[src/hw/rtl/etse_pkg.sv]
// Package for the eased tween slot engine: payload structs, command codes,
// controller state type and datapath command/status structs. No dependencies.
package etse_pkg;

   localparam int SLOTS = 16;
   localparam int SLOT_W = (SLOTS > 1) ? $clog2(SLOTS) : 1;
   localparam int MAX_RESULTS = 16;
   localparam int CNT_W = $clog2(MAX_RESULTS + 1);

   localparam logic [1:0] CMD_START = 2'd0;
   localparam logic [1:0] CMD_STOP  = 2'd1;
   localparam logic [1:0] CMD_TICK  = 2'd2;
   localparam logic [1:0] CMD_NONE  = 2'd3;

   localparam logic [2:0] CURVE_IN     = 3'd1;
   localparam logic [2:0] CURVE_OUT    = 3'd2;
   localparam logic [2:0] CURVE_INOUT  = 3'd3;
   localparam logic [2:0] CURVE_BOUNCE = 3'd4;

   localparam logic KIND_REPLY  = 1'b0;
   localparam logic KIND_UPDATE = 1'b1;

   typedef struct packed {
      logic [1:0]         cmd;
      logic signed [31:0] from_value;
      logic signed [31:0] to_value;
      logic [15:0]        span_ms;
      logic [2:0]         curve;
      logic [3:0]         slot_index;
      logic [15:0]        step_ms;
   } req_type;

   typedef struct packed {
      logic               kind;
      logic [3:0]         slot;
      logic               accepted;
      logic signed [31:0] value;
      logic               done_res;
      logic               last;
   } rsp_type;

   typedef enum logic [3:0] {
      ST_IDLE, ST_READ, ST_ADD, ST_DIV, ST_EASE1, ST_EASE2, ST_MUL, ST_EMIT, ST_NEXT
   } state_type;

   // controller to datapath
   typedef struct packed {
      logic              take_req;   // latch request, reset scan index
      logic              do_start;   // allocate/reply
      logic              do_stop;
      logic              rd_slot;    // read slot entry into working regs
      logic              add_elapsed;
      logic              div_start;
      logic              ease1;
      logic              ease2;
      logic              mul;
      logic              emit;
      logic              next_slot;
   } dp_cmd_type;

   // datapath to controller
   typedef struct packed {
      logic [1:0] cmd;
      logic       slot_live;
      logic       slot_last;  // scan index at last slot
      logic       div_done;
   } dp_stat_type;

endpackage

[src/hw/rtl/eased_tween_slot_engine.sv]
// Top level of the eased tween slot engine.
// Depends on etse_pkg, etse_control and etse_datapath.
//
// Usage:
//   Drive req_payload and raise start while busy is low; the transfer happens
//   at that edge. Commands: start a tween, stop a slot, or tick.
//   A start or a stop keeps busy high for one cycle after the transfer, so the
//   next transfer can follow as soon as busy is low again.
//   A start gives one reply; rsp_strobe is high in the cycle after that busy
//   cycle. A stop gives no result.
//   A tick walks all slots in order: a free slot passes ST_READ and ST_NEXT, an
//   active slot ST_READ, ST_ADD, ST_DIV (waiting on the 33-step serial
//   divider), ST_EASE1, ST_EASE2, ST_MUL and ST_EMIT; each active slot gives
//   one update, strobed in the cycle after its ST_EMIT state; the final
//   update carries last.
//   Each result is on the rsp_ ports for one cycle, marked by rsp_strobe.
//   The receiver cannot stall; results are never held.
//   Reset clears all slots to free and returns the controller to idle.
module eased_tween_slot_engine (
   input  logic              clock,
   input  logic              reset,
   input  logic              start,
   output logic              busy,
   input  etse_pkg::req_type req_payload,
   output logic              rsp_strobe,
   output etse_pkg::rsp_type rsp_payload
);
   import etse_pkg::*;

   dp_cmd_type  ctl;
   dp_stat_type stat;

   etse_control u_ctrl (
      .clock(clock), .reset(reset), .start(start && !busy),
      .stat(stat), .ctl(ctl), .busy(busy)
   );

   etse_datapath u_dp (
      .clock(clock), .reset(reset), .req(req_payload), .ctl(ctl),
      .stat(stat), .rsp_valid(rsp_strobe), .rsp(rsp_payload)
   );
endmodule

[src/hw/rtl/etse_divider.sv]
// Restoring divider: floor((elapsed << 16) / length), one quotient bit a cycle.
// No package dependency; plain arithmetic unit.
module etse_divider (
   input  logic        clock,
   input  logic        reset,
   input  logic        start,
   input  logic [16:0] dividend,
   input  logic [15:0] divisor,
   output logic [16:0] quotient,
   output logic        done
);
   logic [32:0] num_ff, num_in;
   logic [16:0] rem_ff, rem_in;
   logic [16:0] quo_ff, quo_in;
   logic [5:0]  cnt_ff, cnt_in;
   logic        busy_ff, busy_in;
   logic        done_ff, done_in;
   logic [17:0] trial;

   always_comb begin
      num_in  = num_ff;
      rem_in  = rem_ff;
      quo_in  = quo_ff;
      cnt_in  = cnt_ff;
      busy_in = busy_ff;
      done_in = 1'b0;
      trial   = {rem_ff, num_ff[32]} - {2'b0, divisor};
      if (start) begin
         num_in  = {dividend, 16'd0};
         rem_in  = '0;
         quo_in  = '0;
         cnt_in  = 6'd33;
         busy_in = 1'b1;
      end else if (busy_ff) begin
         num_in = {num_ff[31:0], 1'b0};
         if (!trial[17]) begin
            rem_in = trial[16:0];
            quo_in = {quo_ff[15:0], 1'b1};
         end else begin
            rem_in = {rem_ff[15:0], num_ff[32]};
            quo_in = {quo_ff[15:0], 1'b0};
         end
         cnt_in = cnt_ff - 6'd1;
         if (cnt_ff == 6'd1) begin
            busy_in = 1'b0;
            done_in = 1'b1;
         end
      end
   end

   always_ff @(posedge clock) begin
      num_ff <= num_in;
      rem_ff <= rem_in;
      quo_ff <= quo_in;
      if (reset) begin
         cnt_ff  <= '0;
         busy_ff <= 1'b0;
         done_ff <= 1'b0;
      end else begin
         cnt_ff  <= cnt_in;
         busy_ff <= busy_in;
         done_ff <= done_in;
      end
   end

   // quotient is final in the cycle that done is high
   assign quotient = quo_ff;
   assign done     = done_ff;
endmodule

[src/hw/rtl/etse_datapath.sv]
// Datapath: slot table, elapsed update, divider, easing curve and interpolation.
// Depends on etse_pkg and etse_divider.
module etse_datapath (
   input  logic                 clock,
   input  logic                 reset,
   input  etse_pkg::req_type    req,
   input  etse_pkg::dp_cmd_type ctl,
   output etse_pkg::dp_stat_type stat,
   output logic                 rsp_valid,
   output etse_pkg::rsp_type    rsp
);
   import etse_pkg::*;

   logic [SLOTS-1:0] active_ff, active_in;
   logic signed [31:0] sval_mem [SLOTS];
   logic signed [31:0] eval_mem [SLOTS];
   logic [15:0]        len_mem  [SLOTS];
   logic [16:0]        ela_mem  [SLOTS];
   logic [2:0]         crv_mem  [SLOTS];

   req_type            req_ff;
   logic [SLOT_W-1:0]  idx_ff, idx_in;
   logic [CNT_W-1:0]   nout_ff, nout_in;
   logic signed [31:0] f_ff;
   logic signed [32:0] diff_ff;
   logic [15:0]        len_ff;
   logic [16:0]        ela_ff;
   logic [2:0]         crv_ff;
   logic [16:0]        t_ff;
   logic               done_ff;
   logic [35:0]        sq_ff;
   logic [16:0]        e_ff;
   logic signed [50:0] prod_ff;
   logic               rsp_valid_ff;
   rsp_type            rsp_ff;

   logic [16:0] quo;
   logic        div_done;
   logic [16:0] ela_sum;
   logic        free_found;
   logic [SLOT_W-1:0] free_idx;

   // divide the updated elapsed time, not the value read from the table
   etse_divider u_div (
      .clock(clock), .reset(reset), .start(ctl.div_start),
      .dividend(ela_sum), .divisor(len_ff), .quotient(quo), .done(div_done)
   );

   always_comb begin
      free_found = 1'b0;
      free_idx   = '0;
      for (int i = SLOTS - 1; i >= 0; i--) begin
         if (!active_ff[i]) begin
            free_found = 1'b1;
            free_idx   = SLOT_W'(i);
         end
      end
   end

   assign ela_sum = ela_ff + {1'b0, req_ff.step_ms};

   // ease stage 1: select square operand
   logic [17:0] sq_sel;
   logic [16:0] u_val;
   logic [20:0] t11;
   logic [22:0] bdiff;
   always_comb begin
      u_val = 17'd65536 - t_ff;
      t11   = 21'(t_ff) * 21'd11;
      // bounce offset may go negative; square its magnitude
      if (t11 < 21'd262144)      bdiff = 23'(t11);
      else if (t11 < 21'd524288) bdiff = 23'(t11) - 23'd393216;
      else if (t11 < 21'd655360) bdiff = 23'(t11) - 23'd589824;
      else                       bdiff = {1'b0, t11, 1'b0} - 23'd1376256;
      sq_sel = '0;
      case (crv_ff)
         CURVE_IN:     sq_sel = 18'(t_ff);
         CURVE_OUT:    sq_sel = 18'(u_val);
         CURVE_INOUT:  sq_sel = (t_ff < 17'd32768) ? 18'(t_ff) : 18'(u_val);
         CURVE_BOUNCE: sq_sel = bdiff[22] ? 18'(23'd0 - bdiff) : 18'(bdiff);
         default: sq_sel = '0;
      endcase
   end

   // ease stage 2: finish e from registered square
   logic [16:0] e_sel;
   always_comb begin
      e_sel = t_ff;
      case (crv_ff)
         CURVE_IN:    e_sel = 17'(sq_ff >> 16);
         CURVE_OUT:   e_sel = 17'd65536 - 17'(sq_ff >> 16);
         CURVE_INOUT: e_sel = (t_ff < 17'd32768) ? 17'(sq_ff >> 15)
                                                 : 17'd65536 - 17'(sq_ff >> 15);
         CURVE_BOUNCE: begin
            if (t11 < 21'd262144)      e_sel = 17'(sq_ff >> 20);
            else if (t11 < 21'd524288) e_sel = 17'(sq_ff >> 20) + 17'd49152;
            else if (t11 < 21'd655360) e_sel = 17'(sq_ff >> 20) + 17'd61440;
            else                       e_sel = 17'(sq_ff >> 22) + 17'd64512;
         end
         default: e_sel = t_ff;
      endcase
   end

   logic [50:0] pabs;
   logic signed [32:0] q;
   always_comb begin
      pabs = prod_ff[50] ? 51'(-prod_ff) : 51'(prod_ff);
      if (prod_ff[50]) q = -33'(signed'({1'b0, 32'((pabs + 51'd65535) >> 16)}));
      else             q = 33'(signed'({1'b0, 32'(pabs >> 16)}));
   end

   always_comb begin
      active_in = active_ff;
      idx_in    = idx_ff;
      nout_in   = nout_ff;
      if (ctl.take_req) begin
         idx_in  = '0;
         nout_in = '0;
      end
      if (ctl.do_start && free_found) active_in[free_idx] = 1'b1;
      if (ctl.do_stop && ({28'd0, req_ff.slot_index} < 32'(SLOTS)))
         active_in[SLOT_W'(req_ff.slot_index)] = 1'b0;
      if (ctl.add_elapsed && (ela_sum >= {1'b0, len_ff})) active_in[idx_ff] = 1'b0;
      if (ctl.emit && nout_ff < CNT_W'(MAX_RESULTS)) nout_in = nout_ff + 1'b1;
      if (ctl.next_slot) idx_in = idx_ff + 1'b1;
   end

   // last update: no active slot after this one
   logic later_live;
   always_comb begin
      later_live = 1'b0;
      for (int i = 0; i < SLOTS; i++)
         if (SLOT_W'(i) > idx_ff && active_ff[i]) later_live = 1'b1;
   end

   always_ff @(posedge clock) begin
      if (ctl.take_req) req_ff <= req;
      if (ctl.do_start && free_found) begin
         sval_mem[free_idx] <= req_ff.from_value;
         eval_mem[free_idx] <= req_ff.to_value;
         len_mem[free_idx]  <= req_ff.span_ms;
         ela_mem[free_idx]  <= '0;
         crv_mem[free_idx]  <= req_ff.curve;
      end
      if (ctl.rd_slot) begin
         f_ff    <= sval_mem[idx_ff];
         diff_ff <= 33'(eval_mem[idx_ff]) - 33'(sval_mem[idx_ff]);
         len_ff  <= len_mem[idx_ff];
         ela_ff  <= ela_mem[idx_ff];
         crv_ff  <= crv_mem[idx_ff];
      end
      if (ctl.add_elapsed) begin
         ela_ff            <= ela_sum;
         ela_mem[idx_ff]   <= ela_sum;
         done_ff           <= ela_sum >= {1'b0, len_ff};
         if (ela_sum >= {1'b0, len_ff}) t_ff <= 17'd65536;
      end
      if (div_done && !done_ff) t_ff <= quo;
      if (ctl.ease1) sq_ff <= sq_sel * sq_sel;
      if (ctl.ease2) e_ff <= e_sel;
      if (ctl.mul) prod_ff <= 51'(diff_ff) * 51'(signed'({1'b0, e_ff}));
      if (ctl.do_start) begin
         rsp_ff.kind     <= KIND_REPLY;
         rsp_ff.slot     <= free_found ? 4'(free_idx) : 4'd0;
         rsp_ff.accepted <= free_found;
         rsp_ff.value    <= '0;
         rsp_ff.done_res <= 1'b0;
         rsp_ff.last     <= 1'b1;
      end
      if (ctl.emit && nout_ff < CNT_W'(MAX_RESULTS)) begin
         rsp_ff.kind     <= KIND_UPDATE;
         rsp_ff.slot     <= 4'(idx_ff);
         rsp_ff.accepted <= 1'b0;
         rsp_ff.value    <= 32'(33'(f_ff) + q);
         rsp_ff.done_res <= done_ff;
         rsp_ff.last     <= !later_live || (nout_ff == CNT_W'(MAX_RESULTS - 1));
      end
      if (reset) begin
         active_ff    <= '0;
         idx_ff       <= '0;
         nout_ff      <= '0;
         rsp_valid_ff <= 1'b0;
      end else begin
         active_ff    <= active_in;
         idx_ff       <= idx_in;
         nout_ff      <= nout_in;
         rsp_valid_ff <= ctl.do_start || (ctl.emit && nout_ff < CNT_W'(MAX_RESULTS));
      end
   end

   assign stat.cmd       = req_ff.cmd;
   assign stat.slot_live = active_ff[idx_ff];
   assign stat.slot_last = (idx_ff == SLOT_W'(SLOTS - 1));
   assign stat.div_done  = div_done;
   assign rsp_valid      = rsp_valid_ff;
   assign rsp            = rsp_ff;
endmodule

[src/hw/rtl/etse_control.sv]
// Controller state machine: sequences start, stop and the per-slot tick walk.
// Depends on etse_pkg.
module etse_control (
   input  logic                  clock,
   input  logic                  reset,
   input  logic                  start,
   input  etse_pkg::dp_stat_type stat,
   output etse_pkg::dp_cmd_type  ctl,
   output logic                  busy
);
   import etse_pkg::*;

   state_type state_ff, state_in;

   always_comb begin
      state_in = state_ff;
      case (state_ff)
         ST_IDLE: if (start) state_in = ST_READ;
         ST_READ: begin
            if (stat.cmd == CMD_TICK) begin
               state_in = stat.slot_live ? ST_ADD : ST_NEXT;
            end else state_in = ST_IDLE;
         end
         ST_ADD:   state_in = ST_DIV;
         ST_DIV:   if (stat.div_done) state_in = ST_EASE1;
         ST_EASE1: state_in = ST_EASE2;
         ST_EASE2: state_in = ST_MUL;
         ST_MUL:   state_in = ST_EMIT;
         // emit already advances the scan index
         ST_EMIT:  state_in = stat.slot_last ? ST_IDLE : ST_READ;
         ST_NEXT:  state_in = stat.slot_last ? ST_IDLE : ST_READ;
         default:  state_in = ST_IDLE;
      endcase
   end

   always_comb begin
      ctl = '0;
      case (state_ff)
         ST_IDLE: ctl.take_req = start;
         ST_READ: begin
            ctl.do_start = (stat.cmd == CMD_START);
            ctl.do_stop  = (stat.cmd == CMD_STOP);
            ctl.rd_slot  = (stat.cmd == CMD_TICK);
         end
         ST_ADD:   ctl.add_elapsed = 1'b1;
         ST_DIV:   ctl.ease1 = 1'b0;
         ST_EASE1: ctl.ease1 = 1'b1;
         ST_EASE2: ctl.ease2 = 1'b1;
         ST_MUL:   ctl.mul = 1'b1;
         ST_EMIT:  begin
            ctl.emit      = 1'b1;
            ctl.next_slot = !stat.slot_last;
         end
         ST_NEXT:  ctl.next_slot = !stat.slot_last;
         default:  ctl = '0;
      endcase
      ctl.div_start = (state_ff == ST_ADD);
   end

   always_ff @(posedge clock) begin
      if (reset) begin
         state_ff <= ST_IDLE;
      end else begin
         state_ff <= state_in;
      end
   end

   assign busy = (state_ff != ST_IDLE);
endmodule

[config.mk]
export PLATFORM = sky130hd
export DESIGN_NAME = eased_tween_slot_engine
export DESIGN_NICKNAME = d
export VERILOG_FILES = /design/src/hw/rtl/etse_pkg.sv /design/src/hw/rtl/eased_tween_slot_engine.sv /design/src/hw/rtl/etse_divider.sv /design/src/hw/rtl/etse_datapath.sv /design/src/hw/rtl/etse_control.sv
export SDC_FILE = /design/constraint.sdc
export NUM_CORES = 2
export LEC_CHECK = 0
export ABC_AREA = 1
export BUFFER_PORTS_ARGS = -buffer_cell sky130_fd_sc_hd__clkbuf_2
export CAP_MARGIN = 40
export CORE_MARGIN = 3
export CORE_UTILIZATION = 35
export CTS_CLUSTER_DIAMETER = 50
export DETAILED_ROUTE_END_ITERATION = 10
export SETUP_SLACK_MARGIN = 0.3
export SLEW_MARGIN = 10
export SYNTH_ARGS = -nofsm -noshare
export SYNTH_HDL_FRONTEND = slang
export SYNTH_SLANG_ARGS = --single-unit
[constraint.sdc]
create_clock -name clock -period 14.2 [get_ports clock]
set_input_delay 1.42 -clock clock [delete_from_list [all_inputs] [get_ports clock]]
set_output_delay 1.42 -clock clock [all_outputs]
set_load 0.01 [all_outputs]
==> impl_metrics.toml <==
[status]
outcome = "finished clean"

[drt]
drc = 0
viasPerCell = 5.020
wire_per_inst_um = 20.15
finalWirelength_um = 327500
drtIter0Drc = 7263
firstDrtPassIters = 6
num_vias = 81590
ant_nets = 0

[layout]
area_growth_pct = 12.16
drive_gt1_share_pct = 8.187
final_core_util_pct = 39.58
layout.nets = 12790
design_area_um2 = 135000
final_cells = 16260

[power]
leakage_nw = 54.81
power.switching_mw = 4.584
power_frac_comb_pct = 19.7
max-vdd-ir-drop_uv = 107.6
p_clk_share_pct = 37.0
p_sw_share_pct = 28.56
intPower_mw = 11.47
p_per_area_nw_per_um2 = 118.9
seqPwrFrac_pct = 43.2

[yosys]
yosysTopAreaCell = "edfxtp_1"
synth_ff_type = "edfxtp_1"
synth_top_area_share_pct = 49.05
synth_area_leaders = "edfxtp_1 49%, fa_1 13%, inv_1 6.2%"
synthCells = 11440
synth_cell_types = 81
async_reset_ff_share_pct = 0
synth_warnings = 0
ys_ff_latch = 2044
yosysSeqAreaShare_pct = 50.35
synth_enable_flop_cells = 1966
netlist_area_um2 = 120400
synth_fp_nets = 12710
syn_avg_cell_area_um2 = 10.52

[critical_path]
crit_path_top_delay_cell = "o21ai_0"
slowest_delay_ns = 0.57
path_common_cell = "inv_1"
critPathLaunch = "u_dp.t_ff[12]"
crit_arrival_ns = 12.04
r2r_start = "u_dp.t_ff[12]"
critPathKind = "flop to flop"
end_kind = "flop"
r2r_cells = 50
path_max_fanout = 44
crit_required_ns = 14.84
startpoint_type = "flop"

[timing]
setup_viol = 0
worstMarginPinSlew_ns = 0.9175
fin_setup_tns_ns = 0
max_slew_margin_pct = 38.83
fmax_mhz = 87.70
hold_violations = 0
period_minus_slack_ns = 11.40
rsz0062_at_grt = "no"
fin_skew_ns = 0.1145
finalCritPeriodShare_pct = 80.30
drv_slew = 0

[placement]
io_buffer_count = 149
dpl.hpwl_um = 221000
placed_cells = 15820
postPlaceCellArea_um2 = 127300
gp_congestion = 0.8985

[global_route]
grt_max_degree = 157
antenna_found_initial = 11
overflow = 0
grt_pass1_vias = 80930
grt_pass1_wl_um = 500200
grt_usage_pct = 18.49

[cts]
clock-sinks = 2044
path_clk_slew_ns = 0.06
cts_tree = "done"
clockBufferDepth = 4
numCtsBuffers = 232
hold_buffers = 0
worstSkewPairLatency_ns = 0.93
cts_setup_buffers = 0
h-tree-depth = 4
cts-resized-gates = 0
root_buffer = "clkbuf_16"

[die]
die_area_um2 = 351000
die_w_um = 592.4
initial_utilization_pct = 35.28
die_h_um = 592.4
num_io_pins = 150
rows = 214
core_area_um2 = 341100

[flow_run]
maxCapViolCount = 0

[worst_hold_path]
hold-path-cell-count = 2
hp-class = "flop to flop"
worstHoldStart = "u_dp.u_div.quotient[0]"
critical path, delay by kind of cell (launching register included):
family | cells | cell delay, ns
AOI/OAI and AO/OA | 9 | 2.30
xor gates and xnor gates | 1 | 0.07
adders and majority gates | 11 | 4.77
buffers and inverters | 12 | 0.83
DFF | 1 | 0.49
and+or+nand+nor | 17 | 2.69
sequential cells by signal (all words and copies together), names as in the netlist, 21 cells and up, named ones only:
register / cells
u_dp.eval_mem: 512
u_dp.sval_mem: 512
u_dp.ela_mem: 272
u_dp.len_mem: 256
u_dp.req_ff: 103
u_dp.prod_ff: 49
u_dp.crv_mem: 48
u_dp.rsp: 40
u_dp.diff_ff: 33
u_dp.f_ff: 32
u_dp.sq_ff: 21
per-layer routing:
layer / part of all wire [%] / global-route usage (%) / wire (µm) / vias up
met1: 44 / 25.38 / 145100 / 40540
met4: 2.7 / 5.016 / 8904 / 4
met3: 5.3 / 2.131 / 17460 / 472
met5: 0.0082 / 0 / 27 / -
li1: - / - / - / 38330
met2: 48 / 30.99 / 156100 / 2253
path summary, 6_finish.rpt:
check / endpoint / slack, ns
max: u_dp.sq_ff[35] / 2.80
min: u_dp.u_div.quotient[1] / 0.45
max reg2reg: u_dp.sq_ff[35] / 2.80
min reg2reg: u_dp.u_div.quotient[1] / 0.45
final cells by class:
| cell class | instances | area (µm²) |
|---|---|---|
| fillers | 32830 | 206100 |
| flip-flops and latches | 2044 | 60620 |
| multi-input cells | 6854 | 50330 |
| inverters | 2031 | 7654 |
| clock buffers | 276 | 6053 |
| well taps | 4536 | 5675 |
| repair buffers | 353 | 3075 |
| clock inverters | 156 | 1582 |
| diodes | 5 | 12.51 |
stage by stage:
step | power, mW | hold WS (ns) | setup WS [ns]
4_1_cts | 16.20 | 0.4524 | 2.822
5_1_grt | 16.87 | 0.4893 | 1.848
2_1_floorplan | 9.333 | 0.4304 | 4.370
3_3_place_gp | 10.21 | 0.4417 | 2.908
3_5_place_dp | 10.21 | 0.4471 | 2.839
6_report | 16.05 | 0.4541 | 2.797
power by group through the flow:
| stage | sequential [mW] | combinational (mW) | clock (mW) |
|---|---|---|---|
| final | 6.94 | 3.17 | 5.95 |
| after global routing | 6.95 | 3.62 | 6.30 |
| after CTS | 6.94 | 3.20 | 6.06 |
| after detailed placement | 7.06 | 3.15 | 0 |
| after global placement | 7.07 | 3.14 | 0 |
| after floorplan | 7.02 | 2.32 | 0 |
layout by cell type, fill, tap and decap left out, types with 44 or more instances in the layout:
cell type and instances:
o221ai_1 72, nor2_2 55, clkbuf_2 149, dfxtp_1 71, xnor2_1 49, xor2_1 126, nand3_1 255, mux2i_1 273
buf_4 156, a21oi_1 565, nor2_1 803, clkinv_1 58, o22ai_1 96, nand2_2 44, o211ai_1 272, inv_1 1977
nand2_1 1757, edfxtp_1 1966, o21ai_0 823, ha_1 393, fa_1 769, nand4_1 48, a31oi_1 55, nor3_1 58
clkbuf_16 234
synth_stat cells (all sizes together), types with 53 or more instances:
library cell,count
clkbuf,426
nand3,275
edfxtp,1966
dfxtp,78
nor2,900
xor2,130
o221ai,72
ha,393
a31oi,56
fa,769
o211ai,272
nor3,66
xnor2,53
a21oi,568
o22ai,96
mux2i,273
o21ai,847
nand2,1811
inv,2022
buf,88
kinds of logic (layout without fill, tap and decap cells):
family	count (synthesis)	in the layout	share of synthesized area (%)
other cells	0	5	0
xor+xnor	183	183	1.410
buf+inv	2545	2816	8.008
fa+ha+maj	1162	1162	16.88
compound gates	2073	2073	10.04
simple gates	3163	3163	11.05
mux	273	273	2.270
flops	2044	2044	50.35
(Power assumes the default switching activity.)
